$ cat src/sv/trajectory_setpoint_interpolator_core_defines.svh
// ----------------------------------------------------------------------------
// Assertion macros for the trajectory setpoint interpolator
// Concurrent checks, compiled out when ASSERT_OFF is defined.
// ----------------------------------------------------------------------------
`ifndef TRAJECTORY_SETPOINT_INTERPOLATOR_CORE_DEFINES_SVH
`define TRAJECTORY_SETPOINT_INTERPOLATOR_CORE_DEFINES_SVH

`ifndef ASSERT_OFF
// same-cycle implication, sampled on clk, disabled in reset
`define TSPI_ASSERT_NOW(lbl, pre, post) \
    lbl: assert property (@(posedge clk) disable iff (!rst_n) (pre) |-> (post)) \
        else $error("tspi assertion failed");
// next-cycle implication
`define TSPI_ASSERT_NEXT(lbl, pre, post) \
    lbl: assert property (@(posedge clk) disable iff (!rst_n) (pre) |=> (post)) \
        else $error("tspi assertion failed");
`else
`define TSPI_ASSERT_NOW(lbl, pre, post)
`define TSPI_ASSERT_NEXT(lbl, pre, post)
`endif

`endif

$ cat src/sv/tspi_pkg.sv
// ----------------------------------------------------------------------------
// tspi_pkg
// Shared types and constants of the trajectory setpoint interpolator.
// ----------------------------------------------------------------------------
package tspi_pkg;

    localparam int T_W     = 16;   // point time, ms
    localparam int E_W     = 17;   // query time plus lookahead
    localparam int LA_W    = 10;   // lookahead register
    localparam int NUM_CH  = 8;    // interpolated channels
    localparam int CH_W    = 3;
    localparam int RATIO_W = 17;   // Q16 ratio, 0..65536
    localparam logic [RATIO_W-1:0] RATIO_ONE  = 17'h10000;
    localparam logic [CH_W-1:0]    CH_LAST    = 3'd7;
    localparam logic [LA_W-1:0]    LA_RESET   = 10'd50;

    // request transaction kinds
    localparam logic MODE_LOAD  = 1'b0;
    localparam logic MODE_QUERY = 1'b1;

    typedef logic signed [31:0] q16_t;

    // one stored horizon point; val[0..7] = vel xyz, acc xyz, yaw, yaw rate
    typedef struct packed {
        logic [T_W-1:0]    ptime;
        q16_t [NUM_CH-1:0] val;
    } point_t;

    typedef struct packed {
        logic           start;
        logic [T_W-1:0] num;
        logic [T_W-1:0] den;
    } div_req_t;

    typedef struct packed {
        logic           done;
        logic [T_W-1:0] quot;
    } div_rsp_t;

    typedef struct packed {
        logic               valid;
        logic [CH_W-1:0]    tag;
        q16_t               a;
        q16_t               b;
        logic [RATIO_W-1:0] ratio;
    } lerp_req_t;

    typedef struct packed {
        logic            valid;
        logic [CH_W-1:0] tag;
        q16_t            value;
    } lerp_rsp_t;

endpackage

$ cat src/sv/tspi_div.sv
// ----------------------------------------------------------------------------
// tspi_div
// Radix-2 restoring divider: quot = floor(num * 2^16 / den), num < den.
// ----------------------------------------------------------------------------
module tspi_div (
    input  logic               clk,
    input  logic               rst_n,
    input  tspi_pkg::div_req_t req,
    output tspi_pkg::div_rsp_t rsp
);

    localparam int N = tspi_pkg::T_W;
    localparam logic [4:0] STEPS = 5'(N);

    logic         busy_reg, busy_next;
    logic         done_reg, done_next;
    logic [4:0]   cnt_reg, cnt_next;
    logic [N-1:0] rem_reg, rem_next;
    logic [N-1:0] den_reg, den_next;
    logic [N-1:0] quot_reg, quot_next;
    logic [N:0]   shifted;
    logic         take;

    // one quotient bit per cycle
    always_comb
    begin
        shifted   = {rem_reg, 1'b0};
        take      = shifted >= {1'b0, den_reg};
        busy_next = busy_reg;
        done_next = 1'b0;
        cnt_next  = cnt_reg;
        rem_next  = rem_reg;
        den_next  = den_reg;
        quot_next = quot_reg;
        if (req.start)
        begin
            busy_next = 1'b1;
            cnt_next  = '0;
            rem_next  = req.num;
            den_next  = req.den;
            quot_next = '0;
        end
        else if (busy_reg)
        begin
            rem_next  = take ? N'(shifted - {1'b0, den_reg}) : shifted[N-1:0];
            quot_next = {quot_reg[N-2:0], take};
            cnt_next  = cnt_reg + 5'd1;
            if (cnt_reg == STEPS - 5'd1)
            begin
                busy_next = 1'b0;
                done_next = 1'b1;
            end
        end
    end

    always_ff @(posedge clk or negedge rst_n)
    begin
        if (!rst_n)
        begin
            busy_reg <= 1'b0;
            done_reg <= 1'b0;
            cnt_reg  <= '0;
            rem_reg  <= '0;
            den_reg  <= '0;
            quot_reg <= '0;
        end
        else
        begin
            busy_reg <= busy_next;
            done_reg <= done_next;
            cnt_reg  <= cnt_next;
            rem_reg  <= rem_next;
            den_reg  <= den_next;
            quot_reg <= quot_next;
        end
    end

    assign rsp.done = done_reg;
    assign rsp.quot = quot_reg;

endmodule

$ cat config.mk
export PLATFORM = sky130hd
export DESIGN_NAME = tspi_div
export DESIGN_NICKNAME = d
export VERILOG_FILES = /design/src/sv/trajectory_setpoint_interpolator_core_defines.svh /design/src/sv/tspi_pkg.sv /design/src/sv/tspi_div.sv
export SDC_FILE = /design/constraint.sdc
export NUM_CORES = 1
export LEC_CHECK = 0
export BUFFER_PORTS_ARGS = -buffer_cell sky130_fd_sc_hd__clkbuf_2
export CAP_MARGIN = 20
export CORE_UTILIZATION = 35
export DETAILED_ROUTE_END_ITERATION = 10
export PLACE_DENSITY = 0.6
export SYNTH_ARGS = -nofsm -noshare
export SYNTH_HDL_FRONTEND = slang
export SYNTH_SLANG_ARGS = --single-unit
$ cat constraint.sdc
create_clock -name clk -period 7 [get_ports clk]
set_input_delay 1.4 -clock clk [delete_from_list [all_inputs] [get_ports clk]]
set_output_delay 1.4 -clock clk [all_outputs]
set_load 0.1 [all_outputs]
==> results_dict.tcl <==
set metrics [dict create \
    cp_slowest_stage_delay_ns 0.64 \
    ys.flop_type "dfrtp_1" \
    postSynthAreaPerCell_um2 9.316 \
    tns_ns 0 \
    min_to "den_reg[13]" \
    synth-edff-count 0 \
    crit_family "compound AO/OA/AOI/OAI gates" \
    worstPathArrival_ns 3.00 \
    max_freq_ghz 0.3572 \
    syn-num-nets 413 \
    track_usage_pct 16.37 \
    clk_pin_slew_worst_paths_ns 0.11 \
    cts_hold_buffers 0 \
    required_ns 7.20 \
    cts-root-buf "clkbuf_8" \
    cts_tree "built" \
    grt_pass1_vias 2666 \
    worst_clock_skew_ns 0.009342 \
    cts_inserted_buffers 5 \
    clock_latency_ns 0.31 \
    synthCells 359 \
    ant_nets 0 \
    cts-resized-gates 0 \
    ys.warnings.count 0 \
    drv_slew 0 \
    hold_slack_ns 0.5420 \
    finalSetupViolCount 0 \
    synth.largest_area_cell "dfrtp_1" \
    gr-total-overflow 0 \
    synth_cell_types 52 \
    nFillCells 932 \
    antenna_found_initial 0 \
    start_kind "flip-flop" \
    r2r_start "rem_reg[3]" \
    r2r-end "rem_reg[1]" \
    crit_start "rem_reg[3]" \
    synthTopCellsByArea "dfrtp_1, mux2i_1, ha_1" \
    tightestPinTransition_ns 0.9612 \
    regArea_mm2 0.001378 \
    cts.sinks 55 \
    status "finished, final reports clean" \
    min_period_ns 2.799 \
    path_cells "ha_1 -> nand3_1 -> nand2_1 -> a41oi_2 -> o31a_1 -> a21oi_4 -> mux2i_1 -> a221o_1" \
    relSlewSlack_pct 35.92 \
    maxCapViolations 0 \
    crit_path_end_kind "flip-flop" \
    r2r_slack_ns 4.20 \
    ir_drop_uv 217.8 \
    detailedPlace.worstSlack_ns 3.878 \
    critPathKind "flip-flop to flip-flop" \
    hold_viol 0 \
    io_pins 52 \
    area.growth.synth_to_final_pct 12.38 \
    coreArea_mm2 0.009240 \
    yosysSeqAreaShare_pct 41.15 \
    crit_slowest_cell "a21oi_4" \
    powerDensity_mw_per_mm2 366.7 \
    antenna_cells 0 \
    syn-cell-area_mm2 0.003344 \
    min-delay-path-class "flip-flop to flip-flop" \
    port_buffers 51 \
    firstDrtPassIters 4 \
    start_util_pct 36.19 \
    num_rows 35 \
    rsz0062_at_grt "false" \
    dr_total_vias 2686 \
    post-route-period-util_pct 39.99 \
    design.die.area_mm2 0.009950 \
    synthTopCellsByCount "dfrtp_1, nand2_1, nor2_1, o21ai_0, mux2i_1" \
    synth_seq_cells 55 \
    worst-path-max-fanout 22 \
    route.detailed.drc 0 \
    multi_input_area_mm2 0.001779 \
    hpwl_um 5231 \
    clock_path_buffers 2 \
    yosysMostFrequentCell "dfrtp_1" \
    synth.top_cell.area_share_pct 41.15 \
    grt_max_degree 89 \
    drt_iter0_drc 118 \
    drt_wl_total_um 7632 \
    avgViaCountPerCell 5.116 \
    rr_worst_depth 8 \
    cts_setup_buffers 0 \
    async_flop_share_pct 100.0 \
    fin_ws_ns 4.201 \
    min-delay-start "den_reg[13]" \
    hold_depth 2 \
    die_h_um 99.75 \
    avgRoutedWirePerCell_um 14.54 \
    fin_nets 449 \
    cts-htree-levels 2 \
    grt_pass1_wl_um 13060 \
    p_leak_nw 1.870 \
    crit_buf_inv 0 \
    die_w_um 99.75 \
    routabilityCongestion 0.8608 \
    drive_gt1_share_pct 17.68 \
]
[cell usage in the layout, fill, tap and decap left out, types with 7 or more instances in the layout]
cell type  instances
inv_1             19
o21ai_1            9
nor2_1            36
nor3b_1           11
dfrtp_1           54
o21ai_0           26
a21o_1             7
a21oi_1           21
ha_1              18
clkbuf_2          51
nand2_1           36
mux2i_1           25
[layout make-up]
class,instances,area share (%)
multi-input cells,260,47.34
flip-flops and latches,55,36.65
repair buffers,53,7.190
well taps,129,4.294
inverters,20,1.997
clock buffers,5,1.831
clock inverters,3,0.6991
[stage by stage]
stage | std cells | power [mW] | utilization, % | area, um^2
final | 525 | 1.378 | 40.68 | 3759
after global routing | 525 | 1.489 | 40.68 | 3759
after CTS | 525 | 1.384 | 40.68 | 3759
after detailed placement | 517 | 1.185 | 39.65 | 3664
after global placement | 517 | 1.176 | 39.65 | 3664
after floorplan | 359 | 1.052 | - | 3344
[cells by family (layout without fill, tap and decap cells)]
group | count (synthesis) | after routing | share of synthesized area, %
compound gates | 99 | 99 | 20.32
buf+inv | 44 | 81 | 5.649
xor+xnor | 12 | 12 | 3.143
simple gates | 105 | 105 | 14.93
flops | 55 | 55 | 41.15
mux | 25 | 25 | 7.482
fa+ha+maj | 19 | 19 | 7.333
[routing by layer]
layer  share of wire [%]  wire length [um]  up-vias  global-route usage [%]
met5                   0                 0        -                       0
met1                  48              3646     1279                   21.66
met2                  47              3616       64                   28.12
met4                0.50                38        0                   3.054
met3                 4.3               330        5                   2.952
li1                    -                 -     1338                       -
[tightest hold or removal path, stage by stage, from the launching register on]
cell and delay [ns]:
dfrtp_1 0.37, inv_1 0.07, o21ai_0 0.07
[worst max path at each step]
stage / cells past startpoint / endpoint / slack [ns]
floorplan: 4 / den_reg[12] / 4.62
global placement: 5 / rem_reg[15] / 3.95
detailed placement: 5 / rem_reg[15] / 3.88
CTS: 5 / rem_reg[11] / 4.22
global route: 5 / rem_reg[9] / 3.99
finish: 8 / rem_reg[1] / 4.20
[report_power, final]
group          switching (mW)  total (mW)  internal [mW]
logic                   0.449       0.756          0.307
registers              0.0530       0.430          0.377
clock network           0.118       0.192         0.0741
total                   0.621        1.38          0.758
(Power assumes the default switching activity.)
