===== config.mk =====
export PLATFORM = sky130hd
export DESIGN_NAME = tspi_lerp
export DESIGN_NICKNAME = d
export VERILOG_FILES = /design/src/sv/trajectory_setpoint_interpolator_core_defines.svh /design/src/sv/tspi_pkg.sv /design/src/sv/tspi_lerp.sv
export SDC_FILE = /design/constraint.sdc
export NUM_CORES = 2
export LEC_CHECK = 0
export ABC_AREA = 1
export BUFFER_PORTS_ARGS = -buffer_cell sky130_fd_sc_hd__buf_2
export CAP_MARGIN = 20
export CORE_MARGIN = 1
export CORE_UTILIZATION = 30
export CTS_CLUSTER_SIZE = 16
export DETAILED_ROUTE_END_ITERATION = 10
export GPL_TIMING_DRIVEN = 0
export PLACE_DENSITY_LB_ADDON = 0.08
export SYNTH_ARGS = -nofsm -noshare
export SYNTH_HDL_FRONTEND = slang
export SYNTH_SLANG_ARGS = --single-unit

===== constraint.sdc =====
create_clock -name clk -period 5.9 [get_ports clk]
set_clock_uncertainty 0.2 [all_clocks]
set_input_delay 0.885 -clock clk [delete_from_list [all_inputs] [get_ports clk]]
set_output_delay 0.885 -clock clk [all_outputs]
set_load 0.05 [all_outputs]

===== src/sv/trajectory_setpoint_interpolator_core_defines.svh =====
// ----------------------------------------------------------------------------
// Assertion macros for the trajectory setpoint interpolator
// Concurrent checks, compiled out when ASSERT_OFF is defined.
// ----------------------------------------------------------------------------
`ifndef TRAJECTORY_SETPOINT_INTERPOLATOR_CORE_DEFINES_SVH
`define TRAJECTORY_SETPOINT_INTERPOLATOR_CORE_DEFINES_SVH

`ifndef ASSERT_OFF
// same-cycle implication, sampled on clk, disabled in reset
`define TSPI_ASSERT_NOW(lbl, pre, post) \
    lbl: assert property (@(posedge clk) disable iff (!rst_n) (pre) |-> (post)) \
        else $error("tspi assertion failed");
// next-cycle implication
`define TSPI_ASSERT_NEXT(lbl, pre, post) \
    lbl: assert property (@(posedge clk) disable iff (!rst_n) (pre) |=> (post)) \
        else $error("tspi assertion failed");
`else
`define TSPI_ASSERT_NOW(lbl, pre, post)
`define TSPI_ASSERT_NEXT(lbl, pre, post)
`endif

`endif


===== src/sv/tspi_pkg.sv =====
// ----------------------------------------------------------------------------
// tspi_pkg
// Shared types and constants of the trajectory setpoint interpolator.
// ----------------------------------------------------------------------------
package tspi_pkg;

    localparam int T_W     = 16;   // point time, ms
    localparam int E_W     = 17;   // query time plus lookahead
    localparam int LA_W    = 10;   // lookahead register
    localparam int NUM_CH  = 8;    // interpolated channels
    localparam int CH_W    = 3;
    localparam int RATIO_W = 17;   // Q16 ratio, 0..65536
    localparam logic [RATIO_W-1:0] RATIO_ONE  = 17'h10000;
    localparam logic [CH_W-1:0]    CH_LAST    = 3'd7;
    localparam logic [LA_W-1:0]    LA_RESET   = 10'd50;

    // request transaction kinds
    localparam logic MODE_LOAD  = 1'b0;
    localparam logic MODE_QUERY = 1'b1;

    typedef logic signed [31:0] q16_t;

    // one stored horizon point; val[0..7] = vel xyz, acc xyz, yaw, yaw rate
    typedef struct packed {
        logic [T_W-1:0]    ptime;
        q16_t [NUM_CH-1:0] val;
    } point_t;

    typedef struct packed {
        logic           start;
        logic [T_W-1:0] num;
        logic [T_W-1:0] den;
    } div_req_t;

    typedef struct packed {
        logic           done;
        logic [T_W-1:0] quot;
    } div_rsp_t;

    typedef struct packed {
        logic               valid;
        logic [CH_W-1:0]    tag;
        q16_t               a;
        q16_t               b;
        logic [RATIO_W-1:0] ratio;
    } lerp_req_t;

    typedef struct packed {
        logic            valid;
        logic [CH_W-1:0] tag;
        q16_t            value;
    } lerp_rsp_t;

endpackage


===== src/sv/tspi_lerp.sv =====
// ----------------------------------------------------------------------------
// tspi_lerp
// Shared interpolation unit: a + floor((b - a) * ratio / 2^16), 3 stages.
// ----------------------------------------------------------------------------
module tspi_lerp (
    input  logic                clk,
    input  logic                rst_n,
    input  tspi_pkg::lerp_req_t req,
    output tspi_pkg::lerp_rsp_t rsp
);

    localparam int RW = tspi_pkg::RATIO_W;

    logic                   v1_reg, v2_reg, v3_reg;
    logic [tspi_pkg::CH_W-1:0] t1_reg, t2_reg, t3_reg;
    tspi_pkg::q16_t         a1_reg, a2_reg, res_reg;
    logic signed [32:0]     diff_reg;
    logic [RW-1:0]          ratio_reg;
    logic signed [33+RW:0]  prod_reg;
    logic signed [32:0]     diff_next;
    logic signed [33+RW:0]  prod_next;
    tspi_pkg::q16_t         res_next;

    // difference, product, rounded-down add
    always_comb
    begin
        diff_next = $signed({req.b[31], req.b}) - $signed({req.a[31], req.a});
        prod_next = diff_reg * $signed({1'b0, ratio_reg});
        res_next  = a2_reg + tspi_pkg::q16_t'(prod_reg[47:16]);
    end

    always_ff @(posedge clk or negedge rst_n)
    begin
        if (!rst_n)
        begin
            v1_reg    <= 1'b0;
            v2_reg    <= 1'b0;
            v3_reg    <= 1'b0;
            t1_reg    <= '0;
            t2_reg    <= '0;
            t3_reg    <= '0;
            a1_reg    <= '0;
            a2_reg    <= '0;
            res_reg   <= '0;
            diff_reg  <= '0;
            ratio_reg <= '0;
            prod_reg  <= '0;
        end
        else
        begin
            v1_reg    <= req.valid;
            t1_reg    <= req.tag;
            a1_reg    <= req.a;
            diff_reg  <= diff_next;
            ratio_reg <= req.ratio;
            v2_reg    <= v1_reg;
            t2_reg    <= t1_reg;
            a2_reg    <= a1_reg;
            prod_reg  <= prod_next;
            v3_reg    <= v2_reg;
            t3_reg    <= t2_reg;
            res_reg   <= res_next;
        end
    end

    assign rsp.valid = v3_reg;
    assign rsp.tag   = t3_reg;
    assign rsp.value = res_reg;

endmodule


==> results.ini <==
[layout]
num-fill-cells = 10342
final_layout_size_suffix_gt1_share_pct = 20.4
final_cell_mix = inv_1 (1093), nand2_1 (947), fa_1 (479)
area_delta_synth_final_pct = 22.4
nNetsFinal = 4852
largest_register_ffs = 33
multi_input_area_sq_mm = 0.0215
seqCellArea_sq_mm = 0.00485
mostFrequentLayoutCell = inv_1
fin_area_sq_mm = 0.0361

[setup_path]
crit_arrival_ps = 6170
required_ps = 6130
crit_fanout = 7
critPathKind = flip-flop to flip-flop
worstSetupStartpointType = flip-flop
end_kind = flip-flop

[sta]
post-route-period-util_pct = 101
layout_setup_ws_ps = -32.8
hold_viol = 0
min_period_ps = 5930
max_slew.worst_pin.slew_ps = 771
setup_viol = 5
rsz0062_at_grt = true
final_max_slew_viol_count = 0
fmax_mhz = 169
slew_headroom_pct = 48.6

[cts]
htree_levels = 4
clk_transition_reported_paths_ps = 120
clock-sinks = 190
ctsHoldBuffers = 0
clock_path_buffers = 2
insertion_delay_ps = 550
cts_root_buffer = clkbuf_16
cts_tree = done
cts_made_buffers = 17

[synthesis]
synth_fa_ha_area_share_pct = 42.4
synth_mux_area_share_pct = 0
ys.flop_type = dfrtp_1
synth-simple-area-share_pct = 18.8
ys_warn_count = 0
yosysTopAreaCell = fa_1
async_flop_share_pct = 100
synth_cells = 3833
synth.area.top_cells = fa_1 (35%), dfrtp_1 (16%), inv_1 (15%)
synth_top_family_by_area = adder cells
syn_area_sq_mm = 0.0295
synth_cell_types = 42
syn_area_per_cell_sq_um = 7.69
synth_fp_nets = 4609
yosysSeqAreaShare_pct = 16.1
synth_top_area_share_pct = 35.1
synthXorXnorAreaFrac_pct = 1.75
synth_compound_area_share_pct = 4.47
synth_edf_count = 0
ys_ff_latch = 190

[floorplan]
die_h_microns = 315
die_w_microns = 315
num_io_pins = 123
core-area_sq_mm = 0.0970
row_count = 114
initial_utilization_pct = 30.4
dieArea_sq_mm = 0.0995

[detailed_routing]
dr.first_iter.drc_count = 1548
routedWlPerCell_microns = 22.3
viasPerCell = 4.51
via_count = 24181
drc = 9
final_antenna_net_count = 0
wl_microns = 120000
firstDrtPassIters = 10

[grt]
gr-usage-met3_pct = 3.30
grt_use_met1_pct = 32.8
track_usage_pct = 24.8
grt_start_max_net_pins = 102
busiest_layer = met2
antenna_found_initial = 5
grt_pass1_vias = 26013
grt_pass1_wl_microns = 175000
overflow = 0
met2_usage_pct = 41.4

[status]
failed_checks = DRC, setup timing
status = complete, but fails checks

[run]
cap_violations = 0

[place]
portBuffers = 122
placed_area_sq_mm = 0.0318
place_hpwl_microns = 95300
place.gp.congestion = 0.904

[hold_path]
worst_hold_path_type = flip-flop to flip-flop

==> logic make-up after synthesis <==
family | after synthesis
flops | 190
fa+ha+maj | 689
compound gates | 231
buf+inv | 1292
xor+xnor | 59
simple gates | 1372
==> worst max-delay path, cell delays in order (launching register included) <==
cell and delay [ps]:
dfrtp_2 540, buf_6 180, clkbuf_16 160, nand2_4 60
inv_2 30, fa_1 510, inv_2 60, fa_2 480
fa_2 580, inv_2 50, fa_2 440, fa_1 530
inv_2 40, fa_2 620, inv_2 70, ha_4 330
nand2_4 90, nor2_4 170, nand2_4 90, nor2_4 100
inv_1 50, nor2_1 70, nand2_1 110, nand3_4 130
inv_2 40, nand2_2 60, nand2_2 40
==> metal layers <==
layer | up-vias | share of wire [%]
met5 | - | 0.0092
li1 | 11345 | -
met1 | 12056 | 44
met4 | 2 | 4.2
met2 | 601 | 47
met3 | 177 | 4.9
==> final cells by class <==
| type | instances | area share [%] |
|---|---|---|
| tap | 1276 | 4.43 |
| multi-input combinational | 2351 | 59.6 |
| clock buffer | 17 | 1.18 |
| inverter | 1161 | 12.1 |
| sequential | 190 | 13.5 |
| timing repair buffer | 269 | 5.58 |
| antenna | 1 | 0.00694 |
| clock inverter | 15 | 0.621 |
| buffer | 86 | 3.00 |
==> cell usage after synthesis (2+ instances only) <==
| library cell | number |
|---|---|
| o21a_1 | 2 |
| nor2_4 | 7 |
| clkbuf_1 | 130 |
| nand3_2 | 4 |
| or2_1 | 2 |
| and2_1 | 2 |
| a31oi_1 | 2 |
| a21oi_2 | 2 |
| o211ai_1 | 4 |
| nor3_1 | 11 |
| nand2_1 | 1052 |
| o21bai_1 | 19 |
| nand2_2 | 8 |
| ha_1 | 173 |
| nor4_1 | 4 |
| a21boi_1 | 2 |
| o21ai_0 | 48 |
| a21boi_0 | 7 |
| nand3_1 | 94 |
| o21ai_1 | 11 |
| nor3_2 | 3 |
| a21o_1 | 13 |
| nand4_1 | 20 |
| nor2_2 | 7 |
| inv_1 | 1144 |
| dfrtp_1 | 190 |
| and3_1 | 4 |
| xor2_1 | 48 |
| nor2_1 | 146 |
| a21oi_1 | 115 |
| xnor2_1 | 11 |
| inv_2 | 17 |
| o21ai_2 | 3 |
| nand3b_1 | 5 |
| fa_1 | 516 |
==> path summary, 6_finish.rpt <==
path                                   start            to  slack [ps]  cells past startpoint
worst min register to register    a1_reg[23]    a2_reg[23]         120                      0
worst min-delay path              a1_reg[23]    a2_reg[23]         120                      0
worst max register to register  ratio_reg[7]  prod_reg[47]         -30                     26
min in group asynchronous              rst_n     t2_reg[0]         200                      1
max in group asynchronous              rst_n  ratio_reg[3]        4240                      2
worst max-delay path            ratio_reg[7]  prod_reg[47]         -30                     26
==> metrics by stage <==
step	util, %	setup WS, ps	setup TNS, ps	instances	hold slack, ps
6_report	37.2	-32.8	-76.1	5366	123
5_1_grt	37.2	-178	-2790	5366	132
4_1_cts	36.2	-23.9	-70.7	5341	133
3_5_place_dp	32.8	-1770	-50700	5238	135
3_3_place_gp	32.7	-1730	-50920	5231	131
2_1_floorplan	-	162	0	3833	131
==> timing repair <==
| action | in CTS | in global routing |
|---|---|---|
| endpoints found under the setup margin | 32 | 32 |
| pin swaps | 124 | 152 |
| gates cloned | 4 | 0 |
| resized for setup | 548 | 246 |
| buffers inserted | 113 | 24 |
Power is not shown: default switching activity piles up to over one toggle a cycle in this logic, so the estimate is an artifact.
